File: config.mk
export PLATFORM = sky130hd
export DESIGN_NAME = rgb_pixel_blend_unit
export DESIGN_NICKNAME = d
export VERILOG_FILES = /design/src/sv/rpbu_pkg.sv /design/src/sv/rpbu_lane.sv /design/src/sv/rpbu_merge.sv /design/src/sv/rgb_pixel_blend_unit.sv
export SDC_FILE = /design/constraint.sdc
export NUM_CORES = 1
export LEC_CHECK = 0
export BUFFER_PORTS_ARGS = -buffer_cell sky130_fd_sc_hd__buf_2
export CAP_MARGIN = 20
export CORE_MARGIN = 2
export CORE_UTILIZATION = 50
export CTS_BUF_LIST = sky130_fd_sc_hd__clkbuf_16
export DETAILED_ROUTE_END_ITERATION = 10
export PLACE_DENSITY = 0.69
export SLEW_MARGIN = 20
export SYNTH_ARGS = -nofsm -noshare
export SYNTH_HDL_FRONTEND = slang
export SYNTH_SLANG_ARGS = --single-unit
File: constraint.sdc
create_clock -name i_clk -period 8.4 [get_ports i_clk]
set_input_delay 1.68 -clock i_clk [delete_from_list [all_inputs] [get_ports i_clk]]
set_output_delay 1.68 -clock i_clk [all_outputs]
set_load 0.05 [all_outputs]
File: src/sv/rpbu_pkg.sv
// Shared opcodes, register indexes and types for the RGB pixel blend unit.
package rpbu_pkg;

    localparam int CH_W     = 8;
    localparam int OP_W     = 3;
    localparam int SEL_W    = 2;
    localparam int PROD_W   = 2 * CH_W;
    localparam int NUM_LANE = 3;
    localparam int ADDR_W   = 4;
    localparam int APB_W    = 32;

    localparam logic [OP_W-1:0] OP_MUL   = 3'd0;
    localparam logic [OP_W-1:0] OP_SCRN  = 3'd1;
    localparam logic [OP_W-1:0] OP_SUB   = 3'd2;
    localparam logic [OP_W-1:0] OP_ADD   = 3'd3;
    localparam logic [OP_W-1:0] OP_OVL   = 3'd4;
    localparam logic [OP_W-1:0] OP_ADDS  = 3'd5;
    localparam logic [OP_W-1:0] OP_MULS  = 3'd6;
    localparam logic [OP_W-1:0] OP_SEP   = 3'd7;

    localparam logic [1:0] REG_SCL_BLUE  = 2'd0;
    localparam logic [1:0] REG_SCL_GREEN = 2'd1;
    localparam logic [1:0] REG_SCL_RED   = 2'd2;
    localparam logic [1:0] REG_CHAN_SEL  = 2'd3;

    localparam logic [SEL_W-1:0] CH_BLUE  = 2'd0;
    localparam logic [SEL_W-1:0] CH_GREEN = 2'd1;

    localparam int LANE_BLUE  = 0;
    localparam int LANE_GREEN = 1;
    localparam int LANE_RED   = 2;

    localparam logic [1:0] KIND_PLAIN = 2'd0;
    localparam logic [1:0] KIND_DIV   = 2'd1;
    localparam logic [1:0] KIND_SAT   = 2'd2;

    localparam logic [CH_W-1:0] CH_MAX   = 8'd255;
    localparam logic [CH_W-1:0] OVL_HALF = 8'd127;
    localparam logic [CH_W-1:0] CEIL_ADJ = 8'd254;

    typedef logic [CH_W-1:0] t_chan;

    typedef struct packed {
        logic              valid;
        logic              separate;
        logic [SEL_W-1:0]  sel;
    } t_ctrl;

endpackage

File: src/sv/rpbu_lane.sv
// One color channel lane: operand select and multiply, then divide by 255 and mode select.
module rpbu_lane
    import rpbu_pkg::*;
(
    input  logic             i_clk,
    input  logic [OP_W-1:0]  i_opcode,
    input  t_chan            i_a,
    input  t_chan            i_b,
    input  t_chan            i_scalar,
    output t_chan            o_result
);

    logic [CH_W-1:0]   ia;
    logic [CH_W-1:0]   ib;
    logic [CH_W-1:0]   ma;
    logic [CH_W-1:0]   mb;
    logic [CH_W:0]     sum_ab;
    logic [CH_W:0]     sum_as;
    logic [1:0]        n_kind;
    logic              n_dbl;
    logic              n_ceil;
    logic [CH_W-1:0]   n_plain;

    logic [PROD_W-1:0] r_prod;
    logic [1:0]        r_kind;
    logic              r_dbl;
    logic              r_ceil;
    logic [CH_W-1:0]   r_plain;

    logic [PROD_W:0]   x;
    logic [CH_W:0]     hi;
    logic [CH_W+1:0]   hl;
    logic [CH_W:0]     q;
    logic [CH_W-1:0]   div_res;

    assign ia     = ~i_a;
    assign ib     = ~i_b;
    assign sum_ab = {1'b0, i_a} + {1'b0, i_b};
    assign sum_as = {1'b0, i_a} + {1'b0, i_scalar};

    always_comb begin
        ma      = i_a;
        mb      = i_b;
        n_kind  = KIND_PLAIN;
        n_dbl   = 1'b0;
        n_ceil  = 1'b0;
        n_plain = i_a;
        case (i_opcode)
            OP_MUL: begin
                n_kind = KIND_DIV;
            end
            OP_SCRN: begin
                ma     = ia;
                mb     = ib;
                n_kind = KIND_DIV;
                n_ceil = 1'b1;
            end
            OP_SUB: begin
                n_plain = (i_a < i_b) ? '0 : i_a - i_b;
            end
            OP_ADD: begin
                n_plain = sum_ab[CH_W] ? CH_MAX : sum_ab[CH_W-1:0];
            end
            OP_OVL: begin
                n_kind = KIND_DIV;
                n_dbl  = 1'b1;
                if (i_b > OVL_HALF) begin
                    ma     = ia;
                    mb     = ib;
                    n_ceil = 1'b1;
                end
            end
            OP_ADDS: begin
                n_plain = sum_as[CH_W] ? CH_MAX : sum_as[CH_W-1:0];
            end
            OP_MULS: begin
                mb     = i_scalar;
                n_kind = KIND_SAT;
            end
            default: begin
                n_plain = i_a;
            end
        endcase
    end

    always_ff @(posedge i_clk) begin
        r_prod  <= {{CH_W{1'b0}}, ma} * {{CH_W{1'b0}}, mb};
        r_kind  <= n_kind;
        r_dbl   <= n_dbl;
        r_ceil  <= n_ceil;
        r_plain <= n_plain;
    end

    // x = 255*hi + (hi + lo), so the quotient is hi plus at most two
    always_comb begin
        x = r_dbl ? {r_prod, 1'b0} : {1'b0, r_prod};
        if (r_ceil) begin
            x = x + {{(PROD_W+1-CH_W){1'b0}}, CEIL_ADJ};
        end
        hi = x[PROD_W:CH_W];
        hl = {1'b0, hi} + {2'b00, x[CH_W-1:0]};
        if (hl >= {1'b0, CH_MAX, 1'b0}) begin
            q = hi + 9'd2;
        end else if (hl >= {2'b00, CH_MAX}) begin
            q = hi + 9'd1;
        end else begin
            q = hi;
        end
        div_res = r_ceil ? CH_MAX - q[CH_W-1:0] : q[CH_W-1:0];
    end

    always_comb begin
        case (r_kind)
            KIND_DIV: o_result = div_res;
            KIND_SAT: o_result = (r_prod > {{CH_W{1'b0}}, CH_MAX}) ? CH_MAX
                                                                   : r_prod[CH_W-1:0];
            default:  o_result = r_plain;
        endcase
    end

endmodule

File: src/sv/rpbu_merge.sv
// Merge stage: gather the lane results, apply channel separate, register the output.
module rpbu_merge
    import rpbu_pkg::*;
(
    input  logic   i_clk,
    input  logic   i_rst_n,
    input  t_ctrl  i_ctrl,
    input  t_chan  i_lane [NUM_LANE],
    output logic   o_valid,
    output t_chan  o_out [NUM_LANE]
);

    logic  r_valid;
    t_chan r_out [NUM_LANE];
    t_chan pick;

    always_comb begin
        case (i_ctrl.sel)
            CH_BLUE:  pick = i_lane[LANE_BLUE];
            CH_GREEN: pick = i_lane[LANE_GREEN];
            default:  pick = i_lane[LANE_RED];
        endcase
    end

    always_ff @(posedge i_clk) begin
        if (!i_rst_n) begin
            r_valid <= 1'b0;
        end else begin
            r_valid <= i_ctrl.valid;
        end
    end

    always_ff @(posedge i_clk) begin
        for (int k = 0; k < NUM_LANE; k++) begin
            r_out[k] <= i_ctrl.separate ? pick : i_lane[k];
        end
    end

    assign o_valid = r_valid;
    assign o_out   = r_out;

endmodule

File: src/sv/rgb_pixel_blend_unit.sv
// Top level of the RGB pixel blend unit: APB registers, lane array and merge stage.
// One pixel pair is taken per clock: busy stays low, so a request can be issued on
// every cycle. Each request yields exactly one blended pixel on o_valid, registered in
// the lane multiply stage and, after divide-by-255, in the merge stage; o_valid lasts
// one cycle and the receiver must take it then. The user must write the scalar and
// channel-select registers via APB only while no request is in flight (not enforced).
module rgb_pixel_blend_unit
    import rpbu_pkg::*;
(
    input  logic              i_clk,
    input  logic              i_rst_n,
    input  logic              psel,
    input  logic              penable,
    input  logic              pwrite,
    input  logic [ADDR_W-1:0] paddr,
    input  logic [APB_W-1:0]  pwdata,
    output logic [APB_W-1:0]  prdata,
    output logic              pready,
    input  logic              start,
    output logic              busy,
    input  logic [OP_W-1:0]   i_opcode,
    input  logic [CH_W-1:0]   i_a_blue,
    input  logic [CH_W-1:0]   i_a_green,
    input  logic [CH_W-1:0]   i_a_red,
    input  logic [CH_W-1:0]   i_b_blue,
    input  logic [CH_W-1:0]   i_b_green,
    input  logic [CH_W-1:0]   i_b_red,
    output logic              o_valid,
    output logic [CH_W-1:0]   o_out_blue,
    output logic [CH_W-1:0]   o_out_green,
    output logic [CH_W-1:0]   o_out_red
);

    logic [CH_W-1:0]  r_scl_blue;
    logic [CH_W-1:0]  r_scl_green;
    logic [CH_W-1:0]  r_scl_red;
    logic [SEL_W-1:0] r_chan_sel;
    logic             wr_en;
    logic [1:0]       reg_idx;

    t_ctrl r_ctrl;
    t_ctrl n_ctrl;
    t_chan a_vec   [NUM_LANE];
    t_chan b_vec   [NUM_LANE];
    t_chan s_vec   [NUM_LANE];
    t_chan lane_res [NUM_LANE];
    t_chan out_vec [NUM_LANE];

    assign pready  = 1'b1;
    assign busy    = 1'b0;
    assign wr_en   = psel && penable && pwrite;
    assign reg_idx = paddr[ADDR_W-1:2];

    always_ff @(posedge i_clk) begin
        if (!i_rst_n) begin
            r_scl_blue  <= '0;
            r_scl_green <= '0;
            r_scl_red   <= '0;
            r_chan_sel  <= '0;
        end else if (wr_en) begin
            case (reg_idx)
                REG_SCL_BLUE:  r_scl_blue  <= pwdata[CH_W-1:0];
                REG_SCL_GREEN: r_scl_green <= pwdata[CH_W-1:0];
                REG_SCL_RED:   r_scl_red   <= pwdata[CH_W-1:0];
                default:       r_chan_sel  <= pwdata[SEL_W-1:0];
            endcase
        end
    end

    always_comb begin
        case (reg_idx)
            REG_SCL_BLUE:  prdata = {{(APB_W-CH_W){1'b0}}, r_scl_blue};
            REG_SCL_GREEN: prdata = {{(APB_W-CH_W){1'b0}}, r_scl_green};
            REG_SCL_RED:   prdata = {{(APB_W-CH_W){1'b0}}, r_scl_red};
            default:       prdata = {{(APB_W-SEL_W){1'b0}}, r_chan_sel};
        endcase
    end

    assign a_vec[LANE_BLUE]  = i_a_blue;
    assign a_vec[LANE_GREEN] = i_a_green;
    assign a_vec[LANE_RED]   = i_a_red;
    assign b_vec[LANE_BLUE]  = i_b_blue;
    assign b_vec[LANE_GREEN] = i_b_green;
    assign b_vec[LANE_RED]   = i_b_red;
    assign s_vec[LANE_BLUE]  = r_scl_blue;
    assign s_vec[LANE_GREEN] = r_scl_green;
    assign s_vec[LANE_RED]   = r_scl_red;

    always_comb begin
        n_ctrl.valid    = start && !busy;
        n_ctrl.separate = (i_opcode == OP_SEP);
        n_ctrl.sel      = r_chan_sel;
    end

    always_ff @(posedge i_clk) begin
        if (!i_rst_n) begin
            r_ctrl <= '0;
        end else begin
            r_ctrl <= n_ctrl;
        end
    end

    for (genvar g = 0; g < NUM_LANE; g++) begin : g_lane
        rpbu_lane u_lane (
            .i_clk    (i_clk),
            .i_opcode (i_opcode),
            .i_a      (a_vec[g]),
            .i_b      (b_vec[g]),
            .i_scalar (s_vec[g]),
            .o_result (lane_res[g])
        );
    end

    rpbu_merge u_merge (
        .i_clk   (i_clk),
        .i_rst_n (i_rst_n),
        .i_ctrl  (r_ctrl),
        .i_lane  (lane_res),
        .o_valid (o_valid),
        .o_out   (out_vec)
    );

    assign o_out_blue  = out_vec[LANE_BLUE];
    assign o_out_green = out_vec[LANE_GREEN];
    assign o_out_red   = out_vec[LANE_RED];

`ifndef SYNTHESIS
    a_valid_from_start: assert property (@(posedge i_clk) disable iff (!i_rst_n)
        o_valid |-> $past(start, 2))
        else $error("result strobe without a request two cycles earlier");

    a_start_to_valid: assert property (@(posedge i_clk) disable iff (!i_rst_n)
        start ##2 $past(i_rst_n, 2) && $past(i_rst_n, 1) |-> o_valid)
        else $error("request produced no result");

    a_separate_equal: assert property (@(posedge i_clk) disable iff (!i_rst_n)
        o_valid && $past(i_opcode, 2) == OP_SEP |->
            o_out_blue == o_out_green && o_out_green == o_out_red)
        else $error("separate mode channels differ");

    a_add_no_wrap: assert property (@(posedge i_clk) disable iff (!i_rst_n)
        o_valid && $past(i_opcode, 2) == OP_ADD |-> o_out_red >= $past(i_a_red, 2))
        else $error("add mode wrapped instead of saturating");

    a_sub_clamp: assert property (@(posedge i_clk) disable iff (!i_rst_n)
        o_valid && $past(i_opcode, 2) == OP_SUB |-> o_out_blue <= $past(i_a_blue, 2))
        else $error("subtract mode exceeded base channel");
`endif

endmodule

==> summary.txt <==
Timing
  – Worst Skew: between 0.01 and 0.015 ns
  – Final Critical Period: around 7.6 ns
  – Final hold violations: 0
  – Slew headroom: a little over a third
  – Pins Over Slew Limit: 0
  – Final period utilization: about 91%
  – Setup TNS: 0 ns
  – Worst-Margin Slew: roughly 0.96 ns
  – Final Setup Violations: 0
  – RSZ-0062 raised after global routing: no
  – Setup WS post-layout: around 0.76 ns
  – Fmax: ~0.13 GHz

Cells and area
  – Area growth syn-to-layout: 7.85%
  – Fin nets: slightly above 3000
  – Layout cells sized above 1: ~8.6%
  – Highest-count cells in the layout ignoring fill and taps: inv_1, nor2_1, nand2_1, ha_1
  – Commonest non-fill, non-tap cell in the layout: inv_1

Global route
  – First-pass GRT wire length: 90300 µm
  – Largest net degree at the start of global routing: 58
  – Vias in the first global route: between 15000 and 20000
  – Initial antenna violation count: 2
  – GRT overflow: 0
  – Gr usage total: between 20% and 30%

Drt
  – Post-detailed-route count of antenna-violating nets: 0
  – Drt first-iter violations: about 1400
  – DR pass1 iterations: 7
  – Via/cell ratio: about 5.8
  – Residual DRC: 0
  – Uppermost layer routed: met4
  – Met2 wire len: 25300 µm
  – Vias: 18416
  – Wire length on met1: between 20000 and 30000 µm
  – DR WL/cell: between 15 and 20 µm
  – Met3 WL: 3910 µm
  – Routed WL: roughly 56000 µm

Critical path
  – Crit-path max FO: 18
  – Most frequent CP cell: o21ai_0
  – Startpoint Class: input port
  – Worst Path Required: between 8 and 9 ns
  – Slowest stage delay, CP: between 0.5 and 0.6 ns
  – Slowest cell on crit path: fa_1
  – Crit path DAT: 8.00 ns
  – CP Class: in -> reg
  – CP endpoint kind: flip-flop

Clock network
  – Root Buffer: clkbuf_16
  – Max Root-Sink Buffers: 2
  – CTS Hold Bufs: 0
  – Num CTS Buffers: 17
  – # Post-CTS Setup Buffers: 0
  – Level count of the clock H-tree: 4
  – CTS clk-pin slew, worst paths: 0.06 ns
  – Worst skew pair latency: 0.45 ns
  – CTS tree: yes
  – # resized after CTS: 0
  – Clk sinks: roughly 130

Synth
  – Seq/Total Area, Yosys: about an eighth
  – Yosys top cell area share: between 10% and 20%
  – Seq cells post-synth: 133
  – Main synth FF type: dfxtp_1
  – Syn Inst Count: approximately 2600
  – Number of flops mapped to enable cells by yosys: 0
  – Ys async rst share: 0%
  – Synth area leaders: ha_1, dfxtp_1, fa_1
  – Synthesized area per cell: between 7 and 8 µm²
  – Mapped Area: approximately 20000 µm²
  – Cell taking the most area after synthesis: ha_1
  – YS warnings: 0
  – Yosys cell types: 100

Die
  – Rows: 73
  – DIE AREA: between 40000 and 50000 µm²
  – Die width: roughly 200 µm
  – Io pins: approximately 150
  – Core Region: approximately 40000 µm²
  – Die height: roughly 200 µm
  – Initial core utilization: 50.5%

Worst hold path
  – Hold crit path type: reg -> reg

Placed design
  – Pre-CTS WS: 0.393 ns
  – Dpl hpwl: roughly 46000 µm
  – IO buf count: between 90 and 100
  – GPL Wtd Cong: ~0.95

Flow run
  – Max Cap Viol: 0

Pwr
  – Leak Pwr: 10.0 nW
  – Pwr/cell area: around 280 nW/µm²
  – Peak supply drop: 0.186 mV

Run status
  – Run status: completed
-- power by group --
group          leakage (nW)  total [mW]  internal (mW)  switching, mW
Clock                 0.319       0.824          0.505          0.318
Sequential             1.11        1.05          0.820          0.229
Combinational          8.59        4.25           1.78           2.47
Total                  10.0        6.13           3.11           3.02
-- critical path: cells and delay by family --
kind / cells / cell delay [ns]
XOR/XNOR: 1 / 0.14
buffers and inverters: 6 / 1.04
AO/OA/AOI/OAI: 10 / 1.99
adder cells (fa/ha/maj): 5 / 1.99
AND/OR/NAND/NOR: 7 / 1.14
-- cell type report --
cell class	count	area, µm²
multi-input combinational	2064	15800
antenna	1	2.50
clock inverter	15	214
sequential	133	2670
timing repair buffer	133	751
tap	525	657
inverter	276	1040
clock buffer	17	425
fill	3747	18100
-- cell usage after synthesis (28+ instances only) --
master and instances:
mux2i_1 74, dfxtp_1 133, buf_4 28, and2_1 33, nand3_1 41, xnor2_1 110, clkbuf_1 68, a21oi_1 141
inv_1 274, nor3_1 32, o21ai_0 141, o221ai_1 29, a21o_1 54, nand2b_1 59, xor2_1 76, nor2_1 245
fa_1 120, ha_1 214, nand2_1 220, nor2b_1 74
-- final timing paths --
path / slack [ns] / end / start / cells past startpoint
worst min-delay path: 0.44 / u_merge.o_valid / r_ctrl[3] / 1
worst max-delay path: 0.76 / g_lane[2].u_lane.r_prod[15] / i_opcode[0] / 29
worst max register to register: 1.65 / u_merge.o_out[15] / g_lane[1].u_lane.r_dbl / 19
worst min register to register: 0.44 / u_merge.o_valid / r_ctrl[3] / 1
-- layer usage --
layer  track usage (%)  vias up
met4              7.25        0
met3              4.72       88
met2              43.5      649
li1                  -     8904
met1              36.8     8775
met5                 0        -
-- metrics by stage --
stage / utilization (%) / cells / power [mW] / hold slack (ns) / instance area [µm²]
finish: 54.5 / 3164 / 6.13 / 0.445 / 21600
global route: 54.5 / 3163 / 6.74 / 0.458 / 21600
CTS: 54.5 / 3163 / 6.12 / 0.456 / 21600
detailed placement: 52.8 / 3131 / 5.25 / 0.441 / 20900
global placement: 52.8 / 3131 / 5.14 / 0.445 / 20900
floorplan: - / 2587 / 4.36 / 0.412 / 20100
-- registers in the layout, summed over array words and instances, names as in the netlist, 2 cells and up --
| register | flops |
|---|---|
| r_scl_red | 8 |
| r_scl_blue | 8 |
| r_scl_green | 8 |
| r_chan_sel | 2 |
| u_merge.o_out | 24 |
| g_lane.u_lane.r_prod | 48 |
| r_ctrl | 4 |
| g_lane.u_lane.r_ceil | 3 |
| g_lane.u_lane.r_plain | 24 |
| g_lane.u_lane.r_kind | 2 |
-- logic make-up after synthesis --
kind of cell    count (synthesis)  synth area share, %
buf+inv                       390                 8.04
compound gates                627                 20.9
fa+ha+maj                     334                 25.4
mux                            91                 4.91
flops                         133                 13.3
simple gates                  798                 19.1
xor+xnor                      188                 8.30
other cells                     2               0.0375
(Power assumes the default switching activity.)
